==> src/rtl/core/binary_threshold_centroid_macros.svh <==
// Assertion macros shared by the binary threshold centroid RTL.
`ifndef BINARY_THRESHOLD_CENTROID_MACROS_SVH
`define BINARY_THRESHOLD_CENTROID_MACROS_SVH

// Same-cycle implication, sampled on clk, off during rst.
`define BTC_ASSERT_IMPL(label, ante, cons, msg) \
  label: assert property (@(posedge clk) disable iff (rst) (ante) |-> (cons)) \
    else $error(msg);

// Next-cycle implication, sampled on clk, off during rst.
`define BTC_ASSERT_NEXT(label, ante, cons, msg) \
  label: assert property (@(posedge clk) disable iff (rst) (ante) |=> (cons)) \
    else $error(msg);

`endif

==> src/rtl/core/btc_pkg.sv <==
// Shared constants and types for the binary threshold centroid block.
package btc_pkg;

  localparam int PIXEL_W    = 8;
  localparam int SIZE_W     = 11;
  localparam int TOTAL_W    = 21;
  localparam int CENTER_W   = 10;
  localparam int CFG_ADDR_W = 2;
  localparam int CFG_DATA_W = 11;
  localparam int OUT_DATA_W = 96;

  localparam logic [CFG_ADDR_W-1:0] CFG_THRESHOLD    = 2'd0;
  localparam logic [CFG_ADDR_W-1:0] CFG_FRAME_WIDTH  = 2'd1;
  localparam logic [CFG_ADDR_W-1:0] CFG_FRAME_HEIGHT = 2'd2;

  localparam logic [PIXEL_W-1:0] WHITE_LEVEL     = 8'd255;
  localparam logic [PIXEL_W-1:0] BLACK_LEVEL     = 8'd0;
  localparam logic [PIXEL_W-1:0] THRESHOLD_RESET = 8'd128;
  localparam logic [SIZE_W-1:0]  WIDTH_RESET     = 11'd640;
  localparam logic [SIZE_W-1:0]  HEIGHT_RESET    = 11'd480;

  // Per-item control carried from front to back
  typedef struct packed {
    logic white;  // pixel classified white
    logic last;   // last pixel of the frame, stats attached
  } btc_tag_t;

  typedef enum logic [1:0] {
    BK_PASS,
    BK_DIV,
    BK_OUT
  } btc_back_state_t;

endpackage

==> src/rtl/core/btc_front.sv <==
// Front end: config registers, thresholding, raster position and frame accumulators.
module btc_front import btc_pkg::*; #(
  parameter int MAX_WIDTH  = 1024,
  parameter int MAX_HEIGHT = 1024
) (
  input  logic                  clk,
  input  logic                  rst,
  input  logic                  cfg_we,
  input  logic [CFG_ADDR_W-1:0] cfg_addr,
  input  logic [CFG_DATA_W-1:0] cfg_wdata,
  input  logic                  in_valid,
  input  logic [PIXEL_W-1:0]    in_pixel,
  output logic                  in_ready,
  output logic                  push_valid,
  input  logic                  push_ready,
  output btc_tag_t              push_tag,
  output logic [$clog2(MAX_WIDTH*MAX_HEIGHT+1)-1:0] push_white_cnt,
  output logic [$clog2(MAX_WIDTH*MAX_HEIGHT+1)-1:0] push_black_cnt,
  output logic [$clog2(MAX_WIDTH*MAX_HEIGHT+1)
                + (($clog2(MAX_WIDTH) > $clog2(MAX_HEIGHT)) ?
                   $clog2(MAX_WIDTH) : $clog2(MAX_HEIGHT))-1:0] push_wsx,
  output logic [$clog2(MAX_WIDTH*MAX_HEIGHT+1)
                + (($clog2(MAX_WIDTH) > $clog2(MAX_HEIGHT)) ?
                   $clog2(MAX_WIDTH) : $clog2(MAX_HEIGHT))-1:0] push_wsy,
  output logic [$clog2(MAX_WIDTH*MAX_HEIGHT+1)
                + (($clog2(MAX_WIDTH) > $clog2(MAX_HEIGHT)) ?
                   $clog2(MAX_WIDTH) : $clog2(MAX_HEIGHT))-1:0] push_bsx,
  output logic [$clog2(MAX_WIDTH*MAX_HEIGHT+1)
                + (($clog2(MAX_WIDTH) > $clog2(MAX_HEIGHT)) ?
                   $clog2(MAX_WIDTH) : $clog2(MAX_HEIGHT))-1:0] push_bsy
);

  localparam int COL_W = $clog2(MAX_WIDTH);
  localparam int ROW_W = $clog2(MAX_HEIGHT);
  localparam int QW    = (COL_W > ROW_W) ? COL_W : ROW_W;
  localparam int CNT_W = $clog2(MAX_WIDTH*MAX_HEIGHT+1);
  localparam int SUM_W = CNT_W + QW;
  localparam int WSZ_W = (SIZE_W > $clog2(MAX_WIDTH+1)) ? SIZE_W : $clog2(MAX_WIDTH+1);
  localparam int HSZ_W = (SIZE_W > $clog2(MAX_HEIGHT+1)) ? SIZE_W : $clog2(MAX_HEIGHT+1);

  logic [PIXEL_W-1:0] threshold;
  logic [SIZE_W-1:0]  frame_width;
  logic [SIZE_W-1:0]  frame_height;

  logic [COL_W-1:0] col;
  logic [ROW_W-1:0] row;
  logic [CNT_W-1:0] white_cnt, black_cnt;
  logic [SUM_W-1:0] wsx, wsy, bsx, bsy;

  logic [WSZ_W-1:0] w_eff;
  logic [HSZ_W-1:0] h_eff;
  logic             white, row_end, frame_end, accept;
  logic [CNT_W-1:0] white_cnt_next, black_cnt_next;
  logic [SUM_W-1:0] wsx_next, wsy_next, bsx_next, bsy_next;

  always_ff @(posedge clk) begin
    if (rst) begin
      threshold    <= THRESHOLD_RESET;
      frame_width  <= WIDTH_RESET;
      frame_height <= HEIGHT_RESET;
    end else if (cfg_we) begin
      case (cfg_addr)
        CFG_THRESHOLD:    threshold    <= cfg_wdata[PIXEL_W-1:0];
        CFG_FRAME_WIDTH:  frame_width  <= cfg_wdata[SIZE_W-1:0];
        CFG_FRAME_HEIGHT: frame_height <= cfg_wdata[SIZE_W-1:0];
        default: ;
      endcase
    end
  end

  // Size zero acts as one, oversize saturates at the maximum
  always_comb begin
    if (frame_width == '0) begin
      w_eff = WSZ_W'(1);
    end else if (WSZ_W'(frame_width) > WSZ_W'(MAX_WIDTH)) begin
      w_eff = WSZ_W'(MAX_WIDTH);
    end else begin
      w_eff = WSZ_W'(frame_width);
    end
    if (frame_height == '0) begin
      h_eff = HSZ_W'(1);
    end else if (HSZ_W'(frame_height) > HSZ_W'(MAX_HEIGHT)) begin
      h_eff = HSZ_W'(MAX_HEIGHT);
    end else begin
      h_eff = HSZ_W'(frame_height);
    end
  end

  assign white     = in_pixel > threshold;
  assign row_end   = WSZ_W'(col) >= (w_eff - WSZ_W'(1));
  assign frame_end = row_end && (HSZ_W'(row) >= (h_eff - HSZ_W'(1)));
  assign accept    = in_valid && push_ready;

  // Accumulators including the current pixel
  always_comb begin
    white_cnt_next = white_cnt;
    black_cnt_next = black_cnt;
    wsx_next       = wsx;
    wsy_next       = wsy;
    bsx_next       = bsx;
    bsy_next       = bsy;
    if (white) begin
      white_cnt_next = white_cnt + CNT_W'(1);
      wsx_next       = wsx + SUM_W'(col);
      wsy_next       = wsy + SUM_W'(row);
    end else begin
      black_cnt_next = black_cnt + CNT_W'(1);
      bsx_next       = bsx + SUM_W'(col);
      bsy_next       = bsy + SUM_W'(row);
    end
  end

  always_ff @(posedge clk) begin
    if (rst) begin
      col       <= '0;
      row       <= '0;
      white_cnt <= '0;
      black_cnt <= '0;
      wsx       <= '0;
      wsy       <= '0;
      bsx       <= '0;
      bsy       <= '0;
    end else if (accept) begin
      if (frame_end) begin
        col       <= '0;
        row       <= '0;
        white_cnt <= '0;
        black_cnt <= '0;
        wsx       <= '0;
        wsy       <= '0;
        bsx       <= '0;
        bsy       <= '0;
      end else begin
        if (row_end) begin
          col <= '0;
          row <= row + ROW_W'(1);
        end else begin
          col <= col + COL_W'(1);
        end
        white_cnt <= white_cnt_next;
        black_cnt <= black_cnt_next;
        wsx       <= wsx_next;
        wsy       <= wsy_next;
        bsx       <= bsx_next;
        bsy       <= bsy_next;
      end
    end
  end

  assign in_ready       = push_ready;
  assign push_valid     = in_valid;
  assign push_tag.white = white;
  assign push_tag.last  = frame_end;
  assign push_white_cnt = white_cnt_next;
  assign push_black_cnt = black_cnt_next;
  assign push_wsx       = wsx_next;
  assign push_wsy       = wsy_next;
  assign push_bsx       = bsx_next;
  assign push_bsy       = bsy_next;

endmodule

==> src/rtl/core/btc_fifo.sv <==
// Small register queue between front and back end.
module btc_fifo #(
  parameter int WIDTH = 8,
  parameter int DEPTH = 4
) (
  input  logic             clk,
  input  logic             rst,
  input  logic             push_valid,
  output logic             push_ready,
  input  logic [WIDTH-1:0] push_data,
  output logic             pop_valid,
  input  logic             pop_ready,
  output logic [WIDTH-1:0] pop_data
);

  localparam int PTR_W = (DEPTH > 1) ? $clog2(DEPTH) : 1;
  localparam int CNT_W = $clog2(DEPTH+1);

  logic [WIDTH-1:0] mem [DEPTH];
  logic [PTR_W-1:0] wr_ptr, rd_ptr;
  logic [CNT_W-1:0] count;
  logic             push, pop;

  assign push_ready = count != CNT_W'(DEPTH);
  assign pop_valid  = count != '0;
  assign push       = push_valid && push_ready;
  assign pop        = pop_valid && pop_ready;
  assign pop_data   = mem[rd_ptr];

  always_ff @(posedge clk) begin
    if (push) begin
      mem[wr_ptr] <= push_data;
    end
  end

  always_ff @(posedge clk) begin
    if (rst) begin
      wr_ptr <= '0;
      rd_ptr <= '0;
      count  <= '0;
    end else begin
      if (push) begin
        wr_ptr <= (wr_ptr == PTR_W'(DEPTH-1)) ? '0 : wr_ptr + PTR_W'(1);
      end
      if (pop) begin
        rd_ptr <= (rd_ptr == PTR_W'(DEPTH-1)) ? '0 : rd_ptr + PTR_W'(1);
      end
      if (push && !pop) begin
        count <= count + CNT_W'(1);
      end else if (pop && !push) begin
        count <= count - CNT_W'(1);
      end
    end
  end

endmodule

==> src/rtl/core/btc_back.sv <==
// Back end: shared restoring divider for the four centroids and the output register.
`include "binary_threshold_centroid_macros.svh"
module btc_back import btc_pkg::*; #(
  parameter int MAX_WIDTH  = 1024,
  parameter int MAX_HEIGHT = 1024
) (
  input  logic                  clk,
  input  logic                  rst,
  input  logic                  pop_valid,
  output logic                  pop_ready,
  input  btc_tag_t              head_tag,
  input  logic [$clog2(MAX_WIDTH*MAX_HEIGHT+1)-1:0] head_white_cnt,
  input  logic [$clog2(MAX_WIDTH*MAX_HEIGHT+1)-1:0] head_black_cnt,
  input  logic [$clog2(MAX_WIDTH*MAX_HEIGHT+1)
                + (($clog2(MAX_WIDTH) > $clog2(MAX_HEIGHT)) ?
                   $clog2(MAX_WIDTH) : $clog2(MAX_HEIGHT))-1:0] head_wsx,
  input  logic [$clog2(MAX_WIDTH*MAX_HEIGHT+1)
                + (($clog2(MAX_WIDTH) > $clog2(MAX_HEIGHT)) ?
                   $clog2(MAX_WIDTH) : $clog2(MAX_HEIGHT))-1:0] head_wsy,
  input  logic [$clog2(MAX_WIDTH*MAX_HEIGHT+1)
                + (($clog2(MAX_WIDTH) > $clog2(MAX_HEIGHT)) ?
                   $clog2(MAX_WIDTH) : $clog2(MAX_HEIGHT))-1:0] head_bsx,
  input  logic [$clog2(MAX_WIDTH*MAX_HEIGHT+1)
                + (($clog2(MAX_WIDTH) > $clog2(MAX_HEIGHT)) ?
                   $clog2(MAX_WIDTH) : $clog2(MAX_HEIGHT))-1:0] head_bsy,
  output logic                  out_valid,
  input  logic                  out_ready,
  output logic                  out_last,
  output logic [PIXEL_W-1:0]    out_binary_pixel,
  output logic [TOTAL_W-1:0]    out_white_total,
  output logic [TOTAL_W-1:0]    out_black_total,
  output logic [CENTER_W-1:0]   out_wcx,
  output logic [CENTER_W-1:0]   out_wcy,
  output logic [CENTER_W-1:0]   out_bcx,
  output logic [CENTER_W-1:0]   out_bcy,
  output logic                  out_white_empty,
  output logic                  out_black_empty
);

  localparam int COL_W    = $clog2(MAX_WIDTH);
  localparam int ROW_W    = $clog2(MAX_HEIGHT);
  localparam int QW       = (COL_W > ROW_W) ? COL_W : ROW_W;
  localparam int CNT_W    = $clog2(MAX_WIDTH*MAX_HEIGHT+1);
  localparam int SUM_W    = CNT_W + QW;
  localparam int STEP_W   = $clog2(QW+1);
  localparam int NUM_DIV  = 4;
  localparam logic [1:0] DIV_LAST = 2'(NUM_DIV-1);

  btc_back_state_t state, state_next;

  // Divider operands, shifted down one slot per finished division
  logic [SUM_W-1:0]  num_q  [NUM_DIV];
  logic [CNT_W-1:0]  den_q  [NUM_DIV];
  logic [QW-1:0]     quot_q [NUM_DIV];
  logic [SUM_W-1:0]  rem, dvs, rem_next;
  logic [QW-1:0]     quo, quo_next;
  logic              take;
  logic [STEP_W-1:0] step;
  logic [1:0]        dcnt;
  logic [CNT_W-1:0]  white_cnt_hold, black_cnt_hold;
  logic              white_hold;

  logic out_free, pop, start_div, load_pass, load_stats, w_empty, b_empty;

  assign out_free = !out_valid || out_ready;
  assign pop      = pop_valid && pop_ready;

  always_comb begin
    state_next = state;
    case (state)
      BK_PASS: if (pop && head_tag.last) state_next = BK_DIV;
      BK_DIV:  if (step == '0 && dcnt == DIV_LAST) state_next = BK_OUT;
      BK_OUT:  if (out_free) state_next = BK_PASS;
      default: state_next = BK_PASS;
    endcase
  end

  always_comb begin
    pop_ready  = 1'b0;
    start_div  = 1'b0;
    load_pass  = 1'b0;
    load_stats = 1'b0;
    case (state)
      BK_PASS: begin
        pop_ready = out_free;
        start_div = pop && head_tag.last;
        load_pass = pop && !head_tag.last;
      end
      BK_OUT:  load_stats = out_free;
      default: ;
    endcase
  end

  always_ff @(posedge clk) begin
    if (rst) begin
      state <= BK_PASS;
    end else begin
      state <= state_next;
    end
  end

  // One quotient bit per cycle; quotient fits QW bits since mean < max coordinate
  assign take     = rem >= dvs;
  assign rem_next = take ? rem - dvs : rem;
  assign quo_next = QW'({quo, take});

  always_ff @(posedge clk) begin
    if (start_div) begin
      num_q[0]       <= head_wsx;
      num_q[1]       <= head_wsy;
      num_q[2]       <= head_bsx;
      num_q[3]       <= head_bsy;
      den_q[0]       <= head_white_cnt;
      den_q[1]       <= head_white_cnt;
      den_q[2]       <= head_black_cnt;
      den_q[3]       <= head_black_cnt;
      white_cnt_hold <= head_white_cnt;
      black_cnt_hold <= head_black_cnt;
      white_hold     <= head_tag.white;
      rem            <= head_wsx;
      dvs            <= SUM_W'(head_white_cnt) << (QW-1);
      step           <= STEP_W'(QW-1);
      dcnt           <= '0;
    end else if (state == BK_DIV) begin
      quo <= quo_next;
      if (step == '0) begin
        for (int i = 0; i < NUM_DIV-1; i++) begin
          num_q[i]  <= num_q[i+1];
          den_q[i]  <= den_q[i+1];
          quot_q[i] <= quot_q[i+1];
        end
        quot_q[NUM_DIV-1] <= quo_next;
        rem  <= num_q[1];
        dvs  <= SUM_W'(den_q[1]) << (QW-1);
        step <= STEP_W'(QW-1);
        dcnt <= dcnt + 2'd1;
      end else begin
        rem  <= rem_next;
        dvs  <= dvs >> 1;
        step <= step - STEP_W'(1);
      end
    end
  end

  assign w_empty = white_cnt_hold == '0;
  assign b_empty = black_cnt_hold == '0;

  always_ff @(posedge clk) begin
    if (rst) begin
      out_valid <= 1'b0;
    end else if (load_pass || load_stats) begin
      out_valid <= 1'b1;
    end else if (out_ready) begin
      out_valid <= 1'b0;
    end
  end

  always_ff @(posedge clk) begin
    if (load_pass) begin
      out_last         <= 1'b0;
      out_binary_pixel <= head_tag.white ? WHITE_LEVEL : BLACK_LEVEL;
      out_white_total  <= '0;
      out_black_total  <= '0;
      out_wcx          <= '0;
      out_wcy          <= '0;
      out_bcx          <= '0;
      out_bcy          <= '0;
      out_white_empty  <= 1'b0;
      out_black_empty  <= 1'b0;
    end else if (load_stats) begin
      out_last         <= 1'b1;
      out_binary_pixel <= white_hold ? WHITE_LEVEL : BLACK_LEVEL;
      out_white_total  <= TOTAL_W'(white_cnt_hold);
      out_black_total  <= TOTAL_W'(black_cnt_hold);
      out_wcx          <= w_empty ? '0 : CENTER_W'(quot_q[0]);
      out_wcy          <= w_empty ? '0 : CENTER_W'(quot_q[1]);
      out_bcx          <= b_empty ? '0 : CENTER_W'(quot_q[2]);
      out_bcy          <= b_empty ? '0 : CENTER_W'(quot_q[3]);
      out_white_empty  <= w_empty;
      out_black_empty  <= b_empty;
    end
  end

  `BTC_ASSERT_IMPL(a_no_pop_busy, state != BK_PASS, !pop, "queue popped while dividing")
  `BTC_ASSERT_NEXT(a_div_holds, (state == BK_DIV) && (step != '0), state == BK_DIV,
                   "divider left early")
  `BTC_ASSERT_IMPL(a_pass_zero, out_valid && !out_last,
                   (out_white_total == '0) && (out_black_total == '0) && !out_white_empty,
                   "stats on a non-final item")
  `BTC_ASSERT_IMPL(a_empty_center, out_valid && out_last && out_black_empty,
                   (out_bcx == '0) && (out_bcy == '0), "centroid set for empty class")

endmodule

==> src/rtl/core/binary_threshold_centroid.sv <==
// Top level: threshold with frame centroids. An ordinary pixel's result passes through a
// queue entry, then the output register. Frame end: the last pixel's result follows the
// four centroid divisions; the one shared divider yields one bit per cycle.
// Throughput: one pixel per cycle within a frame unless the output stalls; at frame end
// the 4-entry queue fills and the input stalls while dividing. Reset (rst, synchronous):
// threshold 128, 640x480, position and accumulators zero.
module binary_threshold_centroid import btc_pkg::*; #(
  parameter int MAX_WIDTH  = 1024,
  parameter int MAX_HEIGHT = 1024
) (
  input  logic                  clk,
  input  logic                  rst,
  // Config write port: index 0 threshold, 1 frame_width, 2 frame_height
  input  logic                  cfg_we,
  input  logic [CFG_ADDR_W-1:0] cfg_addr,
  input  logic [CFG_DATA_W-1:0] cfg_wdata,
  // Input items
  input  logic                  s_axis_tvalid,
  output logic                  s_axis_tready,
  input  logic [PIXEL_W-1:0]    s_axis_tdata,   // [7:0] pixel_value
  // Result items; tlast is frame_done
  output logic                  m_axis_tvalid,
  input  logic                  m_axis_tready,
  output logic [OUT_DATA_W-1:0] m_axis_tdata,   // binary_pixel[7:0], white_total[28:8],
                                                // black_total[49:29], white_center_x[59:50],
                                                // white_center_y[69:60],
                                                // black_center_x[79:70],
                                                // black_center_y[89:80], white_empty[90],
                                                // black_empty[91], zero [95:92]
  output logic                  m_axis_tlast
);

  localparam int COL_W = $clog2(MAX_WIDTH);
  localparam int ROW_W = $clog2(MAX_HEIGHT);
  localparam int QW    = (COL_W > ROW_W) ? COL_W : ROW_W;
  localparam int CNT_W = $clog2(MAX_WIDTH*MAX_HEIGHT+1);
  localparam int SUM_W = CNT_W + QW;
  localparam int TAG_W = $bits(btc_tag_t);
  localparam int Q_W   = TAG_W + 2*CNT_W + 4*SUM_W;
  localparam int Q_DEPTH = 4;

  // Front to queue
  logic             push_valid, push_ready;
  btc_tag_t         push_tag;
  logic [CNT_W-1:0] push_wc, push_bc;
  logic [SUM_W-1:0] push_wsx, push_wsy, push_bsx, push_bsy;
  logic [Q_W-1:0]   push_data;

  // Queue to back
  logic             pop_valid, pop_ready;
  logic [Q_W-1:0]   pop_data;
  btc_tag_t         head_tag;
  logic [CNT_W-1:0] head_wc, head_bc;
  logic [SUM_W-1:0] head_wsx, head_wsy, head_bsx, head_bsy;

  // Result fields
  logic [PIXEL_W-1:0]  binary_pixel;
  logic [TOTAL_W-1:0]  white_total, black_total;
  logic [CENTER_W-1:0] white_center_x, white_center_y, black_center_x, black_center_y;
  logic                white_empty, black_empty;

  btc_front #(
    .MAX_WIDTH (MAX_WIDTH),
    .MAX_HEIGHT(MAX_HEIGHT)
  ) u_front (
    .clk           (clk),
    .rst           (rst),
    .cfg_we        (cfg_we),
    .cfg_addr      (cfg_addr),
    .cfg_wdata     (cfg_wdata),
    .in_valid      (s_axis_tvalid),
    .in_pixel      (s_axis_tdata),
    .in_ready      (s_axis_tready),
    .push_valid    (push_valid),
    .push_ready    (push_ready),
    .push_tag      (push_tag),
    .push_white_cnt(push_wc),
    .push_black_cnt(push_bc),
    .push_wsx      (push_wsx),
    .push_wsy      (push_wsy),
    .push_bsx      (push_bsx),
    .push_bsy      (push_bsy)
  );

  // Queue entry: stats on top, tag in the low bits
  assign push_data = {push_bsy, push_bsx, push_wsy, push_wsx, push_bc, push_wc, push_tag};

  btc_fifo #(
    .WIDTH(Q_W),
    .DEPTH(Q_DEPTH)
  ) u_fifo (
    .clk       (clk),
    .rst       (rst),
    .push_valid(push_valid),
    .push_ready(push_ready),
    .push_data (push_data),
    .pop_valid (pop_valid),
    .pop_ready (pop_ready),
    .pop_data  (pop_data)
  );

  assign {head_bsy, head_bsx, head_wsy, head_wsx, head_bc, head_wc, head_tag} = pop_data;

  btc_back #(
    .MAX_WIDTH (MAX_WIDTH),
    .MAX_HEIGHT(MAX_HEIGHT)
  ) u_back (
    .clk             (clk),
    .rst             (rst),
    .pop_valid       (pop_valid),
    .pop_ready       (pop_ready),
    .head_tag        (head_tag),
    .head_white_cnt  (head_wc),
    .head_black_cnt  (head_bc),
    .head_wsx        (head_wsx),
    .head_wsy        (head_wsy),
    .head_bsx        (head_bsx),
    .head_bsy        (head_bsy),
    .out_valid       (m_axis_tvalid),
    .out_ready       (m_axis_tready),
    .out_last        (m_axis_tlast),
    .out_binary_pixel(binary_pixel),
    .out_white_total (white_total),
    .out_black_total (black_total),
    .out_wcx         (white_center_x),
    .out_wcy         (white_center_y),
    .out_bcx         (black_center_x),
    .out_bcy         (black_center_y),
    .out_white_empty (white_empty),
    .out_black_empty (black_empty)
  );

  // Pack result fields, lowest first, zero-filled to whole bytes
  assign m_axis_tdata = OUT_DATA_W'({black_empty, white_empty,
                                     black_center_y, black_center_x,
                                     white_center_y, white_center_x,
                                     black_total, white_total, binary_pixel});

endmodule
==> config.mk <==
export PLATFORM = sky130hd
export DESIGN_NAME = binary_threshold_centroid
export DESIGN_NICKNAME = d
export VERILOG_FILES = /design/src/rtl/core/btc_pkg.sv /design/src/rtl/core/btc_front.sv /design/src/rtl/core/btc_fifo.sv /design/src/rtl/core/btc_back.sv /design/src/rtl/core/binary_threshold_centroid.sv
export VERILOG_INCLUDE_DIRS = /design/src /design/src/rtl/core
export SDC_FILE = /design/constraint.sdc
export NUM_CORES = 2
export LEC_CHECK = 0
export BUFFER_PORTS_ARGS = -buffer_cell sky130_fd_sc_hd__buf_2
export CAP_MARGIN = 20
export CORE_UTILIZATION = 70
export CTS_BUF_LIST = sky130_fd_sc_hd__clkbuf_8
export DETAILED_ROUTE_END_ITERATION = 10
export GPL_ROUTABILITY_DRIVEN = 0
export GPL_TIMING_DRIVEN = 1
export PLACE_DENSITY = 0.94
export SLEW_MARGIN = 40
export SYNTH_ARGS = -nofsm -noshare
export SYNTH_HDL_FRONTEND = slang
export SYNTH_SLANG_ARGS = --single-unit
==> constraint.sdc <==
create_clock -name clk -period 13.8 [get_ports clk]
set_clock_uncertainty 0.2 [all_clocks]
set_input_delay 2.07 -clock clk [delete_from_list [all_inputs] [get_ports clk]]
set_output_delay 2.07 -clock clk [all_outputs]
set_load 0.005 [all_outputs]
==> flow_summary.yaml <==
worst_setup_path:
  cp-start-kind: "flop"
  end_kind: "flop"
  slowest_stage: "a2111oi_0"
  crit_buf_inv: 2
  worst_ep_required_time_ns: 14.36
  cp_slowest_stage_delay_ns: 0.62
  rr_startpoint: "u_front.frame_height[3]"
  path_max_fanout: 82
  worst_r2r_path_depth: 17
  path_class: "reg -> reg"
  crit_arrival_ns: 6.33
  reg2reg_setup_slack_ns: 8.02
  cp_top_family: "compound AO/OA/AOI/OAI gates"
  path_cells: "nor4_1 > nand3_1 > nor2_1 > o21ai_0 > ha_1 > nand3_1 > a32oi_1 > ha_1 > a21oi_1 > nor2b_1 > a2111oi_0 > a31oi_2 > a21oi_4 > buf_6 > buf_6 > o21ai_0 > a31oi_1"
  r2r_end: "u_front.bsx[16]"
finish:
  finalNetCount: 4372
  mostFrequentLayoutCells: "edfxtp_1, nand2_1, dfxtp_1"
  fillers: 3798
  syn2layout_area_growth_pct: 9.96
  final_cells: 5427
  drive_above_1_share: 0.152
  mostFrequentLayoutCell: "edfxtp_1"
power_and_ir_drop:
  total_power_mw: 11.1
  leakage_nw: 22.6
  power.density_nw_per_um2: 185
  peakVddDrop_v: 0.000117
worst_hold_path:
  holdPathEnd: "u_back.quot_q[3][1]"
  hp-class: "reg -> reg"
  hold_depth: 0
  hp-start: "u_back.quo[0]"
sta:
  max_freq_mhz: 173
  period_share: 0.419
  setup_tns_ns: 0
  hold_viol: 0
  fin_crit_ns: 5.78
  rsz0062_at_grt: "false"
  tightest_slew_ns: 0.990
  setup-violations-final: 0
  slew_violations: 0
  slew_headroom: 0.333
floorplanning:
  io_pins: 125
  fp.dieH_microns: 281
  dieArea_sq_um: 79000
  num_rows: 101
  die_x_microns: 281
  core-area_sq_um: 76500
  start_util: 0.713
drt:
  drt_iter0_markers: 4815
  dr.pass1.iters: 7
  drcViolationCount: 0
  post_drt_via_cell_ratio: 6.84
  post_drt_wl_per_cell_microns: 25.6
  vias: 37100
  finalWirelength_mm: 139
  ant_nets: 0
place:
  portBuffers: 120
  dp.cells: 5064
  hpwlAfterDp_mm: 81.1
grt:
  grt_max_degree: 129
  grt_pass1_vias: 37000
  grt_pass1_wl_mm: 209
  antenna_found_initial: 3
  grt_remaining_overflow: 0
  gr-usage-all-layers: 0.351
yosys:
  syn_inst: 4084
  ys_ff_latch: 1280
  ys_warn_count: 0
  syn_area_per_cell_sq_um: 13.3
  synth_top_area_frac: 0.525
  yosysTopAreaCell: "edfxtp_1"
  synth-edff-count: 952
  ys_seq_area_frac: 0.645
  ys_types: 97
  synth_async_sr_flop_share: 0
  synth_area_leaders: "edfxtp_1, dfxtp_1, mux4_2, nand2_1, ha_1"
  netlist_area_sq_um: 54500
  synth_flop_cell: "edfxtp_1"
cts:
  clk_pin_slew_ns: 0.06
  cts_setup_buffers: 0
  cts_tree: "done"
  cts_hold_buf: 0
  insertion_delay_ns: 0.89
  clock-root-buffer: "clkbuf_8"
  cts_max_level: 4
  numClockSinks: 1280
  cts_resized: 0
  clockBufferDepth: 3
  numCtsBuffers: 188
outcome:
  run_status: "finished, final reports clean"
run:
  cap_violations: 0
[worst max-delay path by stage]
stage,from,cells after the start,end,slack [ns]
6_report,u_front.frame_height[3],17,u_front.bsx[16],8.02
3_3_place_gp,u_front.frame_height[3],17,u_front.wsy[17],8.10
2_1_floorplan,s_axis_tvalid,1,u_fifo.mem[0][0],7.08
5_1_grt,u_front.frame_height[3],17,u_front.bsx[16],7.50
3_5_place_dp,s_axis_tdata[6],11,u_fifo.mem[0][123],7.93
4_1_cts,u_front.frame_height[3],17,u_front.wsy[17],7.92
[worst reg2reg max path, stage by stage (launching register included)]
cell,delay [ns]
dfxtp_1,0.36
nor4_1,0.54
nand3_1,0.26
nor2_1,0.14
o21ai_0,0.12
ha_1,0.33
nand3_1,0.12
a32oi_1,0.12
ha_1,0.32
a21oi_1,0.13
nor2b_1,0.05
a2111oi_0,0.62
a31oi_2,0.37
a21oi_4,0.24
buf_6,0.60
buf_6,0.60
o21ai_0,0.29
a31oi_1,0.29
[area by class of cell]
type,count,area [sq um],area share
repair buffers,170,1190,0.0198
inverters,100,380,0.00635
well taps,1030,1290,0.0215
diodes,2,5.00,0.0000835
flip-flops and latches,1280,35200,0.587
clock inverters,135,749,0.0125
clock buffers,221,3040,0.0508
multi-input cells,2489,18100,0.302
[flip-flops by register name, summed over array words and instances, names as in the netlist, 11 cells and up, named ones only]
register / cells
u_back.out_black_total: 21
u_back.quot_q: 40
u_back.white_cnt_hold: 21
u_back.den_q: 42
u_front.frame_height: 11
u_back.dvs: 30
u_front.white_cnt: 21
u_back.black_cnt_hold: 21
u_back.num_q: 93
u_front.bsx: 31
u_fifo.mem: 672
u_front.bsy: 31
u_front.wsx: 31
u_back.rem: 31
u_back.out_white_total: 21
u_front.black_cnt: 21
u_front.frame_width: 11
u_front.wsy: 31
[cells by family (layout without fill, tap and decap cells)]
logic type / after synthesis / after routing / share of synthesized area
other: 1 / 6 / 0.0000688
DFF: 1280 / 1280 / 0.645
muxes: 208 / 208 / 0.0770
AOI/OAI and AO/OA: 692 / 692 / 0.0853
adders and majority gates: 117 / 117 / 0.0277
and+or+nand+nor: 1258 / 1258 / 0.106
buffers and inverters: 318 / 626 / 0.0247
xor gates and xnor gates: 210 / 210 / 0.0338
[cells in the mapped netlist, types with 14 or more instances]
cell type,number
edfxtp_1,952
nand2_1,672
dfxtp_1,328
a21oi_1,204
nor2_1,178
mux4_2,168
clkbuf_1,141
xnor2_1,126
o21ai_0,115
ha_1,111
a22o_1,106
inv_1,97
nand3_1,88
xor2_1,84
a31oi_1,63
and3_1,59
a21o_1,49
nand4_1,44
nor3_1,40
mux2i_1,34
buf_1,29
or3_1,26
nand2b_1,25
o31ai_1,23
buf_4,22
buf_2,21
nor4_1,21
o21a_1,17
and2_1,16
and4_1,15
or4_1,14
[power breakdown]
part,leakage [nW],internal (mW),switching (mW)
sequential,12.1,4.89,0.310
combinational,8.24,1.02,1.80
clock,2.22,1.55,1.51
[per-layer routing]
metal,vias to the layer above,track usage,routed length [microns]
met5,-,0,19
met4,2,0.204,7680
met3,644,0.0729,15900
met2,3066,0.579,68400
met1,17800,0.433,47000
li1,15600,-,-
[through the flow]
stage	hold WS [ns]	setup slack (ns)	area, sq um	utilization
finish	0.243	8.02	59900	0.784
global route	0.249	7.50	59900	0.784
CTS	0.241	7.92	59800	0.782
detailed placement	0.225	7.93	56000	0.732
global placement	0.205	8.10	55800	0.730
floorplan	0.200	7.08	54500	-
No activity file was read; power rests on OpenSTA's default activity.
